--- src/hdl/tcon_pkg.sv ---
// Package for the telnet client option negotiator.
// Holds telnet byte codes, the reply burst kinds and the burst byte tables.
// No dependencies.
package tcon_pkg;

   // Telnet command bytes
   localparam logic [7:0] B_IAC  = 8'd255;
   localparam logic [7:0] B_DONT = 8'd254;
   localparam logic [7:0] B_DO   = 8'd253;
   localparam logic [7:0] B_WONT = 8'd252;
   localparam logic [7:0] B_WILL = 8'd251;
   localparam logic [7:0] B_SB   = 8'd250;
   localparam logic [7:0] B_SE   = 8'd240;

   // Option codes
   localparam logic [7:0] OPT_ECHO = 8'd1;
   localparam logic [7:0] OPT_SUPP = 8'd3;
   localparam logic [7:0] OPT_TERM = 8'd24;

   // Terminal-type subnegotiation codes
   localparam logic [7:0] TTYPE_IS   = 8'd0;
   localparam logic [7:0] TTYPE_SEND = 8'd1;

   // Burst index width: longest burst is ten bytes
   localparam int IDX_W = 4;

   typedef enum logic [2:0] {
      K_FWD,       // one data byte to the user side
      K_CMD,       // IAC <cmd> <opt>
      K_SGA_ON,    // IAC DO 3, IAC WILL 3, IAC DO 1
      K_SGA_OFF,   // IAC DONT 3, IAC WONT 3
      K_TT_NVT,    // IAC SB 24 IS N V T IAC SE
      K_TT_ANSI    // IAC SB 24 IS A N S I IAC SE
   } burst_kind_type;

   // One burst of results caused by one accepted transaction
   typedef struct packed {
      logic           load;
      burst_kind_type kind;
      logic [7:0]     arg;
      logic [7:0]     opt;
   } burst_type;

   // Number of bytes in a burst
   function automatic logic [IDX_W-1:0] burst_len(input burst_kind_type kind);
      logic [IDX_W-1:0] len;
      unique case (kind)
         K_FWD:     len = IDX_W'(1);
         K_CMD:     len = IDX_W'(3);
         K_SGA_ON:  len = IDX_W'(9);
         K_SGA_OFF: len = IDX_W'(6);
         K_TT_NVT:  len = IDX_W'(9);
         K_TT_ANSI: len = IDX_W'(10);
         default:   len = IDX_W'(1);
      endcase
      return len;
   endfunction

   // Byte at position idx of a burst
   function automatic logic [7:0] burst_byte(input burst_kind_type kind,
                                             input logic [7:0] arg,
                                             input logic [7:0] opt,
                                             input logic [IDX_W-1:0] idx);
      logic [7:0] b;
      b = B_IAC;
      unique case (kind)
         K_FWD: b = arg;
         K_CMD: begin
            unique case (idx)
               IDX_W'(1): b = arg;
               IDX_W'(2): b = opt;
               default:   b = B_IAC;
            endcase
         end
         K_SGA_ON: begin
            unique case (idx)
               IDX_W'(1): b = B_DO;
               IDX_W'(2): b = OPT_SUPP;
               IDX_W'(4): b = B_WILL;
               IDX_W'(5): b = OPT_SUPP;
               IDX_W'(7): b = B_DO;
               IDX_W'(8): b = OPT_ECHO;
               default:   b = B_IAC;
            endcase
         end
         K_SGA_OFF: begin
            unique case (idx)
               IDX_W'(1): b = B_DONT;
               IDX_W'(2): b = OPT_SUPP;
               IDX_W'(4): b = B_WONT;
               IDX_W'(5): b = OPT_SUPP;
               default:   b = B_IAC;
            endcase
         end
         K_TT_NVT: begin
            unique case (idx)
               IDX_W'(1): b = B_SB;
               IDX_W'(2): b = OPT_TERM;
               IDX_W'(3): b = TTYPE_IS;
               IDX_W'(4): b = 8'h4E;   // N
               IDX_W'(5): b = 8'h56;   // V
               IDX_W'(6): b = 8'h54;   // T
               IDX_W'(8): b = B_SE;
               default:   b = B_IAC;
            endcase
         end
         K_TT_ANSI: begin
            unique case (idx)
               IDX_W'(1): b = B_SB;
               IDX_W'(2): b = OPT_TERM;
               IDX_W'(3): b = TTYPE_IS;
               IDX_W'(4): b = 8'h41;   // A
               IDX_W'(5): b = 8'h4E;   // N
               IDX_W'(6): b = 8'h53;   // S
               IDX_W'(7): b = 8'h49;   // I
               IDX_W'(9): b = B_SE;
               default:   b = B_IAC;
            endcase
         end
         default: b = B_IAC;
      endcase
      return b;
   endfunction

endpackage

--- src/hdl/tcon_if.sv ---
// Valid/ready channel interfaces for the telnet option negotiator.
// Request carries one received byte; response carries one emitted byte.
// No dependencies.
interface tcon_req_if;
   logic       valid;
   logic       ready;
   logic [7:0] rx_byte;

   modport source (output valid, output rx_byte, input ready);
   modport sink   (input valid, input rx_byte, output ready);
endinterface

interface tcon_rsp_if;
   logic       valid;
   logic       ready;
   logic [7:0] out_byte;
   logic       to_host;
   logic       last;

   modport source (output valid, output out_byte, output to_host, output last,
                   input ready);
   modport sink   (input valid, input out_byte, input to_host, input last,
                   output ready);
endinterface

--- src/hdl/tcon_decode.sv ---
// Telnet parser state and option decision logic.
// Updates parser/option state per accepted transaction and describes the reply burst.
// Depends on tcon_pkg.
module tcon_decode
   import tcon_pkg::*;
(
   input  logic       clock,
   input  logic       reset,
   input  logic       accept,
   input  logic [7:0] rx_byte,
   output burst_type  burst
);

   typedef enum logic [1:0] {
      PH_DATA,
      PH_CODE,
      PH_OPT
   } phase_type;

   typedef enum logic [2:0] {
      V_SB,
      V_WILL,
      V_WONT,
      V_DO,
      V_DONT
   } verb_type;

   typedef enum logic [1:0] {
      SINK_USER,
      SINK_DROP,
      SINK_TERM
   } sink_type;

   phase_type  phase_ff, phase_in;
   verb_type   verb_ff, verb_in;
   sink_type   sink_ff, sink_in;
   logic       echo_ff, echo_in;
   logic       char_ff, char_in;
   logic [1:0] term_ff, term_in;
   logic       to_sink;

   // Next state and reply burst for the byte on the request channel
   always_comb begin
      phase_in     = PH_DATA;
      verb_in      = verb_ff;
      sink_in      = sink_ff;
      echo_in      = echo_ff;
      char_in      = char_ff;
      term_in      = term_ff;
      to_sink      = 1'b0;
      burst.load   = 1'b0;
      burst.kind   = K_FWD;
      burst.arg    = rx_byte;
      burst.opt    = rx_byte;

      unique case (phase_ff)
         PH_CODE: begin
            unique case (rx_byte)
               B_IAC:  to_sink = 1'b1;
               B_SE:   sink_in = SINK_USER;
               B_SB:   begin verb_in = V_SB;   phase_in = PH_OPT; end
               B_WILL: begin verb_in = V_WILL; phase_in = PH_OPT; end
               B_WONT: begin verb_in = V_WONT; phase_in = PH_OPT; end
               B_DO:   begin verb_in = V_DO;   phase_in = PH_OPT; end
               B_DONT: begin verb_in = V_DONT; phase_in = PH_OPT; end
               default: ;
            endcase
         end
         PH_OPT: begin
            if (verb_ff != V_WILL && verb_ff != V_WONT &&
                verb_ff != V_DO && verb_ff != V_DONT) begin
               // subnegotiation start: only terminal type has a handler
               sink_in = (rx_byte == OPT_TERM) ? SINK_TERM : SINK_DROP;
            end else if (rx_byte == OPT_ECHO) begin
               if (verb_ff == V_WILL) begin
                  if (!echo_ff) begin
                     echo_in = 1'b1;
                     burst.load = 1'b1; burst.kind = K_CMD; burst.arg = B_DO;
                  end
               end else if (verb_ff == V_WONT) begin
                  if (echo_ff) begin
                     echo_in = 1'b0;
                     burst.load = 1'b1; burst.kind = K_CMD; burst.arg = B_DONT;
                  end
               end else begin
                  burst.load = 1'b1; burst.kind = K_CMD; burst.arg = B_WONT;
               end
            end else if (rx_byte == OPT_SUPP) begin
               if (verb_ff == V_WILL) begin
                  if (!char_ff) begin
                     char_in = 1'b1;
                     echo_in = 1'b1;
                     burst.load = 1'b1; burst.kind = K_SGA_ON;
                  end
               end else if (verb_ff == V_WONT) begin
                  if (char_ff) begin
                     char_in = 1'b0;
                     burst.load = 1'b1; burst.kind = K_SGA_OFF;
                  end
               end else if (verb_ff == V_DO) begin
                  if (!char_ff) begin
                     burst.load = 1'b1; burst.kind = K_CMD; burst.arg = B_DO;
                  end
               end else begin
                  if (char_ff) begin
                     burst.load = 1'b1; burst.kind = K_CMD; burst.arg = B_DONT;
                  end
               end
            end else begin
               // terminal type and refused options both answer WILL with DONT; DO gets WILL only for terminal type
               if (verb_ff == V_WILL) begin
                  burst.load = 1'b1; burst.kind = K_CMD; burst.arg = B_DONT;
               end else if (verb_ff == V_DO) begin
                  burst.load = 1'b1; burst.kind = K_CMD;
                  burst.arg = (rx_byte == OPT_TERM) ? B_WILL : B_WONT;
               end
            end
         end
         default: begin
            if (rx_byte == B_IAC) phase_in = PH_CODE;
            else                  to_sink  = 1'b1;
         end
      endcase

      // Data byte routed through the current sink
      if (to_sink) begin
         if (sink_ff == SINK_USER) begin
            burst.load = 1'b1;
            burst.kind = K_FWD;
         end else if (sink_ff == SINK_TERM && rx_byte == TTYPE_SEND) begin
            term_in    = (term_ff >= 2'd2) ? 2'd0 : term_ff + 2'd1;
            burst.load = 1'b1;
            burst.kind = (term_in == 2'd0) ? K_TT_NVT : K_TT_ANSI;
         end
      end
   end

   // State registers, updated once per accepted transaction
   always_ff @(posedge clock) begin
      if (reset) begin
         phase_ff <= PH_DATA;
         verb_ff  <= V_SB;
         sink_ff  <= SINK_USER;
         echo_ff  <= 1'b0;
         char_ff  <= 1'b0;
         term_ff  <= 2'd0;
      end else if (accept) begin
         phase_ff <= phase_in;
         verb_ff  <= verb_in;
         sink_ff  <= sink_in;
         echo_ff  <= echo_in;
         char_ff  <= char_in;
         term_ff  <= term_in;
      end
   end

endmodule

--- src/hdl/tcon_emit.sv ---
// Result register and burst sequencer for the telnet option negotiator.
// Holds one reply burst and steps through its bytes on the response channel.
// Depends on tcon_pkg and tcon_rsp_if.
module tcon_emit
   import tcon_pkg::*;
(
   input  logic              clock,
   input  logic              reset,
   input  logic              accept,
   input  burst_type         burst,
   output logic              take_ok,
   tcon_rsp_if.source        rsp_chan
);

   logic             busy_ff;
   burst_kind_type   kind_ff;
   logic [7:0]       arg_ff;
   logic [7:0]       opt_ff;
   logic [IDX_W-1:0] idx_ff;
   logic             at_last;
   logic             done;

   assign at_last = (idx_ff == burst_len(kind_ff) - IDX_W'(1));
   assign done    = rsp_chan.valid && rsp_chan.ready && at_last;

   // Next request may enter when the burst is empty or finishing now
   assign take_ok = !busy_ff || done;

   assign rsp_chan.valid    = busy_ff;
   assign rsp_chan.out_byte = burst_byte(kind_ff, arg_ff, opt_ff, idx_ff);
   assign rsp_chan.to_host  = (kind_ff != K_FWD);
   assign rsp_chan.last     = at_last;

   // Burst control
   always_ff @(posedge clock) begin
      if (reset) begin
         busy_ff <= 1'b0;
         idx_ff  <= '0;
      end else if (accept && burst.load) begin
         busy_ff <= 1'b1;
         idx_ff  <= '0;
      end else if (done) begin
         busy_ff <= 1'b0;
         idx_ff  <= '0;
      end else if (rsp_chan.valid && rsp_chan.ready) begin
         idx_ff  <= idx_ff + IDX_W'(1);
      end
   end

   // Burst payload
   always_ff @(posedge clock) begin
      if (accept && burst.load) begin
         kind_ff <= burst.kind;
         arg_ff  <= burst.arg;
         opt_ff  <= burst.opt;
      end
   end

endmodule

--- src/hdl/telnet_client_option_negotiator_core.sv ---
// Telnet client option negotiator: parses received bytes, forwards data, answers options.
// The first result is registered and appears in the cycle after the request is accepted.
// Data moves one byte per cycle while rsp_chan is ready; a reply burst is 3 to 10 bytes,
// and the next request is taken in the cycle the burst's last byte is accepted.
// Reset (synchronous, active high): data phase, forward sink, all flags and counter cleared.
module telnet_client_option_negotiator_core
   import tcon_pkg::*;
(
   input  logic        clock,
   input  logic        reset,
   tcon_req_if.sink    req_chan,
   tcon_rsp_if.source  rsp_chan
);

   burst_type burst;
   logic      take_ok;
   logic      accept;

   assign req_chan.ready = take_ok;
   assign accept         = req_chan.valid && take_ok;

   // Parser and option state
   tcon_decode u_decode (
      .clock   (clock),
      .reset   (reset),
      .accept  (accept),
      .rx_byte (req_chan.rx_byte),
      .burst   (burst)
   );

   // Result register and reply sequencer
   tcon_emit u_emit (
      .clock    (clock),
      .reset    (reset),
      .accept   (accept),
      .burst    (burst),
      .take_ok  (take_ok),
      .rsp_chan (rsp_chan)
   );

endmodule
--- src/flat_wrapper.sv ---
// flat-port wrapper written by rule: the top's interface ports become plain ports
module telnet_client_option_negotiator_core_flat import tcon_pkg::*;
  (clock, reset, req_chan_valid, req_chan_rx_byte, req_chan_ready, rsp_chan_valid, rsp_chan_out_byte, rsp_chan_to_host, rsp_chan_last, rsp_chan_ready);
  tcon_req_if req_chan_i ();
  tcon_rsp_if rsp_chan_i ();
  input  logic clock;
  input  logic reset;
  input wire logic [$bits(req_chan_i.valid)-1:0] req_chan_valid;
  input wire logic [$bits(req_chan_i.rx_byte)-1:0] req_chan_rx_byte;
  output wire logic [$bits(req_chan_i.ready)-1:0] req_chan_ready;
  output wire logic [$bits(rsp_chan_i.valid)-1:0] rsp_chan_valid;
  output wire logic [$bits(rsp_chan_i.out_byte)-1:0] rsp_chan_out_byte;
  output wire logic [$bits(rsp_chan_i.to_host)-1:0] rsp_chan_to_host;
  output wire logic [$bits(rsp_chan_i.last)-1:0] rsp_chan_last;
  input wire logic [$bits(rsp_chan_i.ready)-1:0] rsp_chan_ready;
  assign req_chan_i.valid = req_chan_valid;
  assign req_chan_i.rx_byte = req_chan_rx_byte;
  assign req_chan_ready = req_chan_i.ready;
  assign rsp_chan_valid = rsp_chan_i.valid;
  assign rsp_chan_out_byte = rsp_chan_i.out_byte;
  assign rsp_chan_to_host = rsp_chan_i.to_host;
  assign rsp_chan_last = rsp_chan_i.last;
  assign rsp_chan_i.ready = rsp_chan_ready;
  telnet_client_option_negotiator_core u_core (.clock(clock), .reset(reset), .req_chan(req_chan_i), .rsp_chan(rsp_chan_i));
endmodule
--- config.mk ---
export PLATFORM = sky130hd
export DESIGN_NAME = telnet_client_option_negotiator_core_flat
export DESIGN_NICKNAME = d
export VERILOG_FILES = /design/src/hdl/tcon_pkg.sv /design/src/hdl/tcon_if.sv /design/src/hdl/tcon_decode.sv /design/src/hdl/tcon_emit.sv /design/src/hdl/telnet_client_option_negotiator_core.sv /design/src/flat_wrapper.sv
export SDC_FILE = /design/constraint.sdc
export NUM_CORES = 1
export LEC_CHECK = 0
export BUFFER_PORTS_ARGS = -buffer_cell sky130_fd_sc_hd__buf_2
export CAP_MARGIN = 20
export CORE_MARGIN = 2
export CORE_UTILIZATION = 65
export DETAILED_ROUTE_END_ITERATION = 6
export GPL_TIMING_DRIVEN = 0
export PLACE_DENSITY = 0.83
export RECOVER_POWER = 25
export SYNTH_ARGS = -nofsm -noshare
export SYNTH_HDL_FRONTEND = slang
export SYNTH_SLANG_ARGS = --single-unit
--- constraint.sdc ---
create_clock -name clock -period 4.9 [get_ports clock]
set_clock_uncertainty 0.05 [all_clocks]
set_input_delay 0.735 -clock clock [delete_from_list [all_inputs] [get_ports clock]]
set_output_delay 0.735 -clock clock [all_outputs]
set_load 0.01 [all_outputs]
Word level (Yosys, flattened, before mapping)
Memories as Yosys holds them, arrays and structs flattened. A register that Yosys moved wholly into a read port is not among the register bits.
Index checks and enable logic that the tools add are counted.
{"block": "totals", "n_memories": 1, "word_cells": 138, "mem_bits_ro": 128, "out_inout_bits": 12, "in_bits": 12, "ff_bits": 35}
{"memory": "(name not given)", "depth": 16, "word_bits": 8, "read_ports": 1, "rd_clocked_by_memory_dff": 1, "wr": 0, "line": "tcon_pkg.sv:108", "rtl": "unique case (idx)"}
{"block": "classes", "n_reduce_logical": 30, "n_lt_le_gt_ge": 1, "n_eq_ne": 37, "mux": 52, "addsub": 3, "bitwise": 3}
{"operator": "2-to-1 mux 12 bit", "n": 13}
{"operator": "== test 8 bit, second input constant", "n": 7}
{"operator": "one-hot mux 8 bit (7 select lines)", "n": 1}
{"operator": "one-hot mux 8 bit (6 select lines)", "n": 1}
{"operator": "2-to-1 mux 4 bit", "n": 9}
{"operator": "one-hot mux 8 bit (4 select lines)", "n": 1}
{"operator": "one-hot mux 8 bit (3 select lines)", "n": 1}
{"operator": "== test 4 x 3 -> 1 bit, second input constant", "n": 4}
{"operator": "2-to-1 mux 8 bit", "n": 2}
{"operator": "one-hot mux 4 bit (4 select lines)", "n": 1}
{"operator": "one-hot mux 8 bit (2 select lines)", "n": 1}
{"operator": "one-hot mux 3 bit (5 select lines)", "n": 1}
{"operator": "== test 3 x 2 -> 1 bit, second input constant", "n": 4}
{"operator": "2-to-1 mux 1 bit", "n": 12}
{"operator": "2-to-1 mux 2 bit", "n": 5}
{"operator": "nonzero test 2 bit", "n": 5}
{"operator": "== test 4 x 2 -> 1 bit, second input constant", "n": 2}
{"operator": "== test 8 x 1 -> 1 bit, second input constant", "n": 1}
{"operator": "== test 8 x 2 -> 1 bit, second input constant", "n": 1}
{"operator": "== test 8 x 5 -> 1 bit, second input constant", "n": 1}
{"operator": "logical AND 1 bit", "n": 8}
{"operator": "one-hot mux 2 bit (2 select lines)", "n": 2}
{"operator": "AND reduction 4 bit", "n": 2}
{"operator": "AND reduction 7 bit", "n": 1}
{"operator": "30 further kinds", "n": 40}

Logic depth before layout (Yosys ltp)
{"block": "logic_depth", "ltp_word": 14, "depth_mapped": 16, "mapped_depth_nobuf": 14}

By module
From an unflattened synthesis, not the netlist that was laid out.
{"block": "hier_totals", "cells_unflattened": 409, "hier_area_um2": 3370.7}
{"mod": "tcon_emit", "seq_area_each_um2": 810.8, "n_inst": 1, "cells_each": 239, "area_per_inst_um2": 2143.3}
{"mod": "tcon_decode", "seq_area_each_um2": 220.2, "n_inst": 1, "cells_each": 169, "area_per_inst_um2": 1221.2}
{"mod": "telnet_client_option_negotiator_core", "seq_area_each_um2": 0.0, "n_inst": 1, "cells_each": 1, "area_per_inst_um2": 6.3}

Worst setup path after synthesis
Ideal clock, no wire load.
{"block": "synth_path", "path_type": "register to register", "start": "register u_core.u_emit.kind_ff[1]", "end": "register with a tool-made name", "setup_time_ns": 0.128, "n_path_buf": 2, "period_less_slack_ns": 3.222, "path_stages_with_launch": 15, "setup_slack_ns": 1.678, "arrival_time_ns": 3.044, "required_ns": 4.722, "path_cell_list": "edfxtp_1 nand2b_1 buf_4 a21oi_2 ha_1 xor2_1 and3_1 a32o_1 buf_6 a221oi_4 and2_1 ha_1 nor2_1 a211oi_1 o21ai_0"}
{"element": "from (decl)", "line": "tcon_emit.sv:16", "rtl": "burst_kind_type kind_ff;"}
{"element": "from (signal assigned)", "line": "tcon_emit.sv:53", "rtl": "kind_ff <= burst.kind;"}

==> flow_metrics.env <==
export IMPL_synth_edff_count=19
export IMPL_cts_resized=0
export IMPL_worst_slew_pin_slew_ns=0.880
export IMPL_hold_depth=2
export IMPL_cts_tree="built"
export IMPL_tns_ns=0
export IMPL_yosysTopAreaCellShare_pct=19.4
export IMPL_ys_flop_type="dfxtp_1"
export IMPL_drc=0
export IMPL_cts_sinks=42
export IMPL_drt_iter0_drc=417
export IMPL_critPathBufInv=3
export IMPL_place_inst=426
export IMPL_drv_slew=0
export IMPL_post_place_ws_ns=1.12
export IMPL_dieHeight_microns=71.3
export IMPL_cp_max_fo=10
export IMPL_power_leakage_nw=1.15
export IMPL_cts_buffers=5
export IMPL_start_util_pct=67.6
export IMPL_syn_to_final_growth_pct=7.94
export IMPL_dieArea_sq_um=5090
export IMPL_r2r_start="u_core.u_emit.kind_ff[0]$_DFFE_PP_"
export IMPL_r2r_cells=14
export IMPL_final_util_pct=73.0
export IMPL_r2r_setup_slack_ns=1.02
export IMPL_first_global_vias=2503
export IMPL_power_density_nw_per_um2=248
export IMPL_top_layer_used="met4"
export IMPL_status="finished clean"
export IMPL_root_buffer="clkbuf_8"
export IMPL_grt_usage_pct=29.2
export IMPL_setup_violations_final=0
export IMPL_grt_pass1_wl_microns=11800
export IMPL_vias=2766
export IMPL_critPathSlowestCell="a221oi_4"
export IMPL_grt_overflow_total=0
export IMPL_syn_nets=373
export IMPL_numPortBuffers=23
export IMPL_start_kind="flip-flop"
export IMPL_ant_nets=0
export IMPL_io_pins=24
export IMPL_critPathKind="reg -> reg"
export IMPL_dr_pass1_iters=5
export IMPL_antenna_found_initial=0
export IMPL_dr_wl_met2_microns=3270
export IMPL_crit_family="compound AO/OA/AOI/OAI gates"
export IMPL_clk_latency_ns=0.30
export IMPL_hold_violations=0
export IMPL_clk_path_buf_depth=2
export IMPL_syn_cell_area_sq_um=2950
export IMPL_dpl_hpwl_microns=5260
export IMPL_synth_cell_types=70
export IMPL_holdBufCountCts=0
export IMPL_grt_max_degree=20
export IMPL_fin_crit_sh_pct=79.1
export IMPL_die_x_microns=71.3
export IMPL_worstPathRequired_ns=5.00
export IMPL_synth_seq_area_share_pct=35.0
export IMPL_synth_area_per_cell_sq_um=8.39
export IMPL_critPathCaptureType="flip-flop"
export IMPL_yosys_warnings=0
export IMPL_async_reset_ff_share_pct=0
export IMPL_cts_htree_levels=2
export IMPL_layout_nets=403
export IMPL_clock_fmax_mhz=258
export IMPL_ir_drop_uv=237
export IMPL_synth_seq_cells=42
export IMPL_fin_cells=434
export IMPL_postCtsSetupBuffers=0
export IMPL_slew_headroom_pct=40.9
export IMPL_routed_wl_microns=7090
export IMPL_final_common_cell="nand2_1"
export IMPL_viasPerCell=6.37
export IMPL_max_cap_viol_count=0
export IMPL_slowest_delay_ns=0.39
export IMPL_row_count=24
export IMPL_power_mw=0.789
export IMPL_final_setup_worst_slack_ns=1.02
export IMPL_final_cell_mix="45 x nand2_1, 28 x a21oi_1, 26 x nor2_1"
export IMPL_coreArea_sq_um=4350
export IMPL_hp_start="u_core.u_decode.sink_ff[0]$_SDFFE_PP0P_"
export IMPL_synth_cells=351
export IMPL_rsz0062_at_grt="false"
export IMPL_crit_chain="clkbuf_1 > clkbuf_1 > nand2_1 > ha_1 > xor2_1 > and3_1 > a32o_1 > buf_6 > a221oi_4 > and2_1 > ha_1 > nor2_1 > a211oi_1 > o21ai_0"
export IMPL_clkSlewWorstSetupHoldPaths_ns=0.09
export IMPL_place_congestion=0.917
export IMPL_wl_met1_microns=3140
export IMPL_antenna_cells=0
export IMPL_startpoint="u_core.u_emit.kind_ff[0]$_DFFE_PP_"
export IMPL_synth_top_cell_by_area="edfxtp_1"
export IMPL_layout_drive_gt1_share_pct=11.8
export IMPL_fin_crit_ns=3.88
export IMPL_hold_end="u_core.u_decode.sink_ff[0]$_SDFFE_PP0P_"
export IMPL_wl_per_cell_microns=16.3
export IMPL_dr_wl_met3_microns=541
export IMPL_min_path_type="reg -> reg"
export IMPL_ys_top_cells_by_area="edfxtp_1 19%, dfxtp_1 16%, nand2_1 5.7%"
export IMPL_arrival_ns=3.98
final cells by class:
type	instances	area, sq um
Multi-Input combinational cell	275	1740
Timing Repair Buffer	23	104
Fill cell	337	1170
Buffer	19	101
Sequential cell	42	1030
Tap cell	52	65.1
Inverter	15	56.3
Clock inverter	3	16.3
Clock buffer	5	68.8
stage by stage:
stage | area, sq um | hold slack, ns
finish | 3180 | 0.424
global route | 3180 | 0.445
detailed placement | 3130 | 0.423
floorplan | 2950 | 0.390
global placement | 3130 | 0.400
CTS | 3210 | 0.437
kinds of logic after synthesis:
group	Yosys count	synth area share (%)
AO/OA/AOI/OAI	105	24.0
AND/OR/NAND/NOR	145	26.4
multiplexers	7	2.55
adder cells (fa/ha/maj)	10	4.25
XOR/XNOR	8	2.38
flip-flops	42	35.0
buffers and inverters	34	5.39
power by group:
group	leakage (nW)	internal [mW]	total, mW	switching (mW)
Combinational	0.736	0.0644	0.169	0.105
Clock	0.0416	0.0978	0.224	0.126
Sequential	0.370	0.387	0.396	0.00869
Total	1.15	0.550	0.789	0.240
worst max-delay path by stage:
stage / endpoint / cells past startpoint
after floorplan: flip-flop / 14
after CTS: flip-flop / 14
final: flip-flop / 14
after global routing: flip-flop / 14
after detailed placement: flip-flop / 12
after global placement: flip-flop / 12
per-layer routing:
layer | vias up | track usage (%)
li1 | 1346 | -
met1 | 1268 | 41.5
met2 | 132 | 46.1
met3 | 20 | 4.50
met4 | 0 | 9.01
met5 | - | 0
worst register-to-register path: cells and delay by family (launching register included):
| family | cells | cell delay (ns) |
|---|---|---|
| fa+ha+maj | 2 | 0.55 |
| compound gates | 4 | 1.15 |
| simple gates | 4 | 0.65 |
| buf+inv | 3 | 0.84 |
| xor+xnor | 1 | 0.16 |
| flops | 1 | 0.33 |
Yosys cell counts (2+ instances only):
cell type / n
ha_1: 10
nor4_1: 2
o311ai_0: 2
mux2i_1: 3
a2bb2oi_1: 7
nor2_1: 26
and2b_1: 3
a21oi_1: 27
a211oi_1: 2
o22ai_1: 9
or3_1: 4
nand3_1: 10
xnor2_1: 5
mux2_2: 4
o21ai_1: 4
nand3_2: 2
or2_1: 2
clkbuf_1: 12
dfxtp_1: 23
nand2b_1: 9
buf_4: 2
buf_6: 3
o21ai_0: 19
inv_2: 2
nor2b_1: 4
a21oi_2: 2
o31ai_1: 2
nor4b_1: 2
nor3b_1: 3
and2_1: 6
or2_2: 5
xor2_1: 3
o211ai_1: 2
a32o_1: 2
nor3_1: 3
nand2_1: 45
a2111oi_0: 2
edfxtp_1: 19
a31oi_1: 7
nand4_1: 5
and3_1: 6
inv_1: 13
No activity file was read; power rests on OpenSTA's default activity.
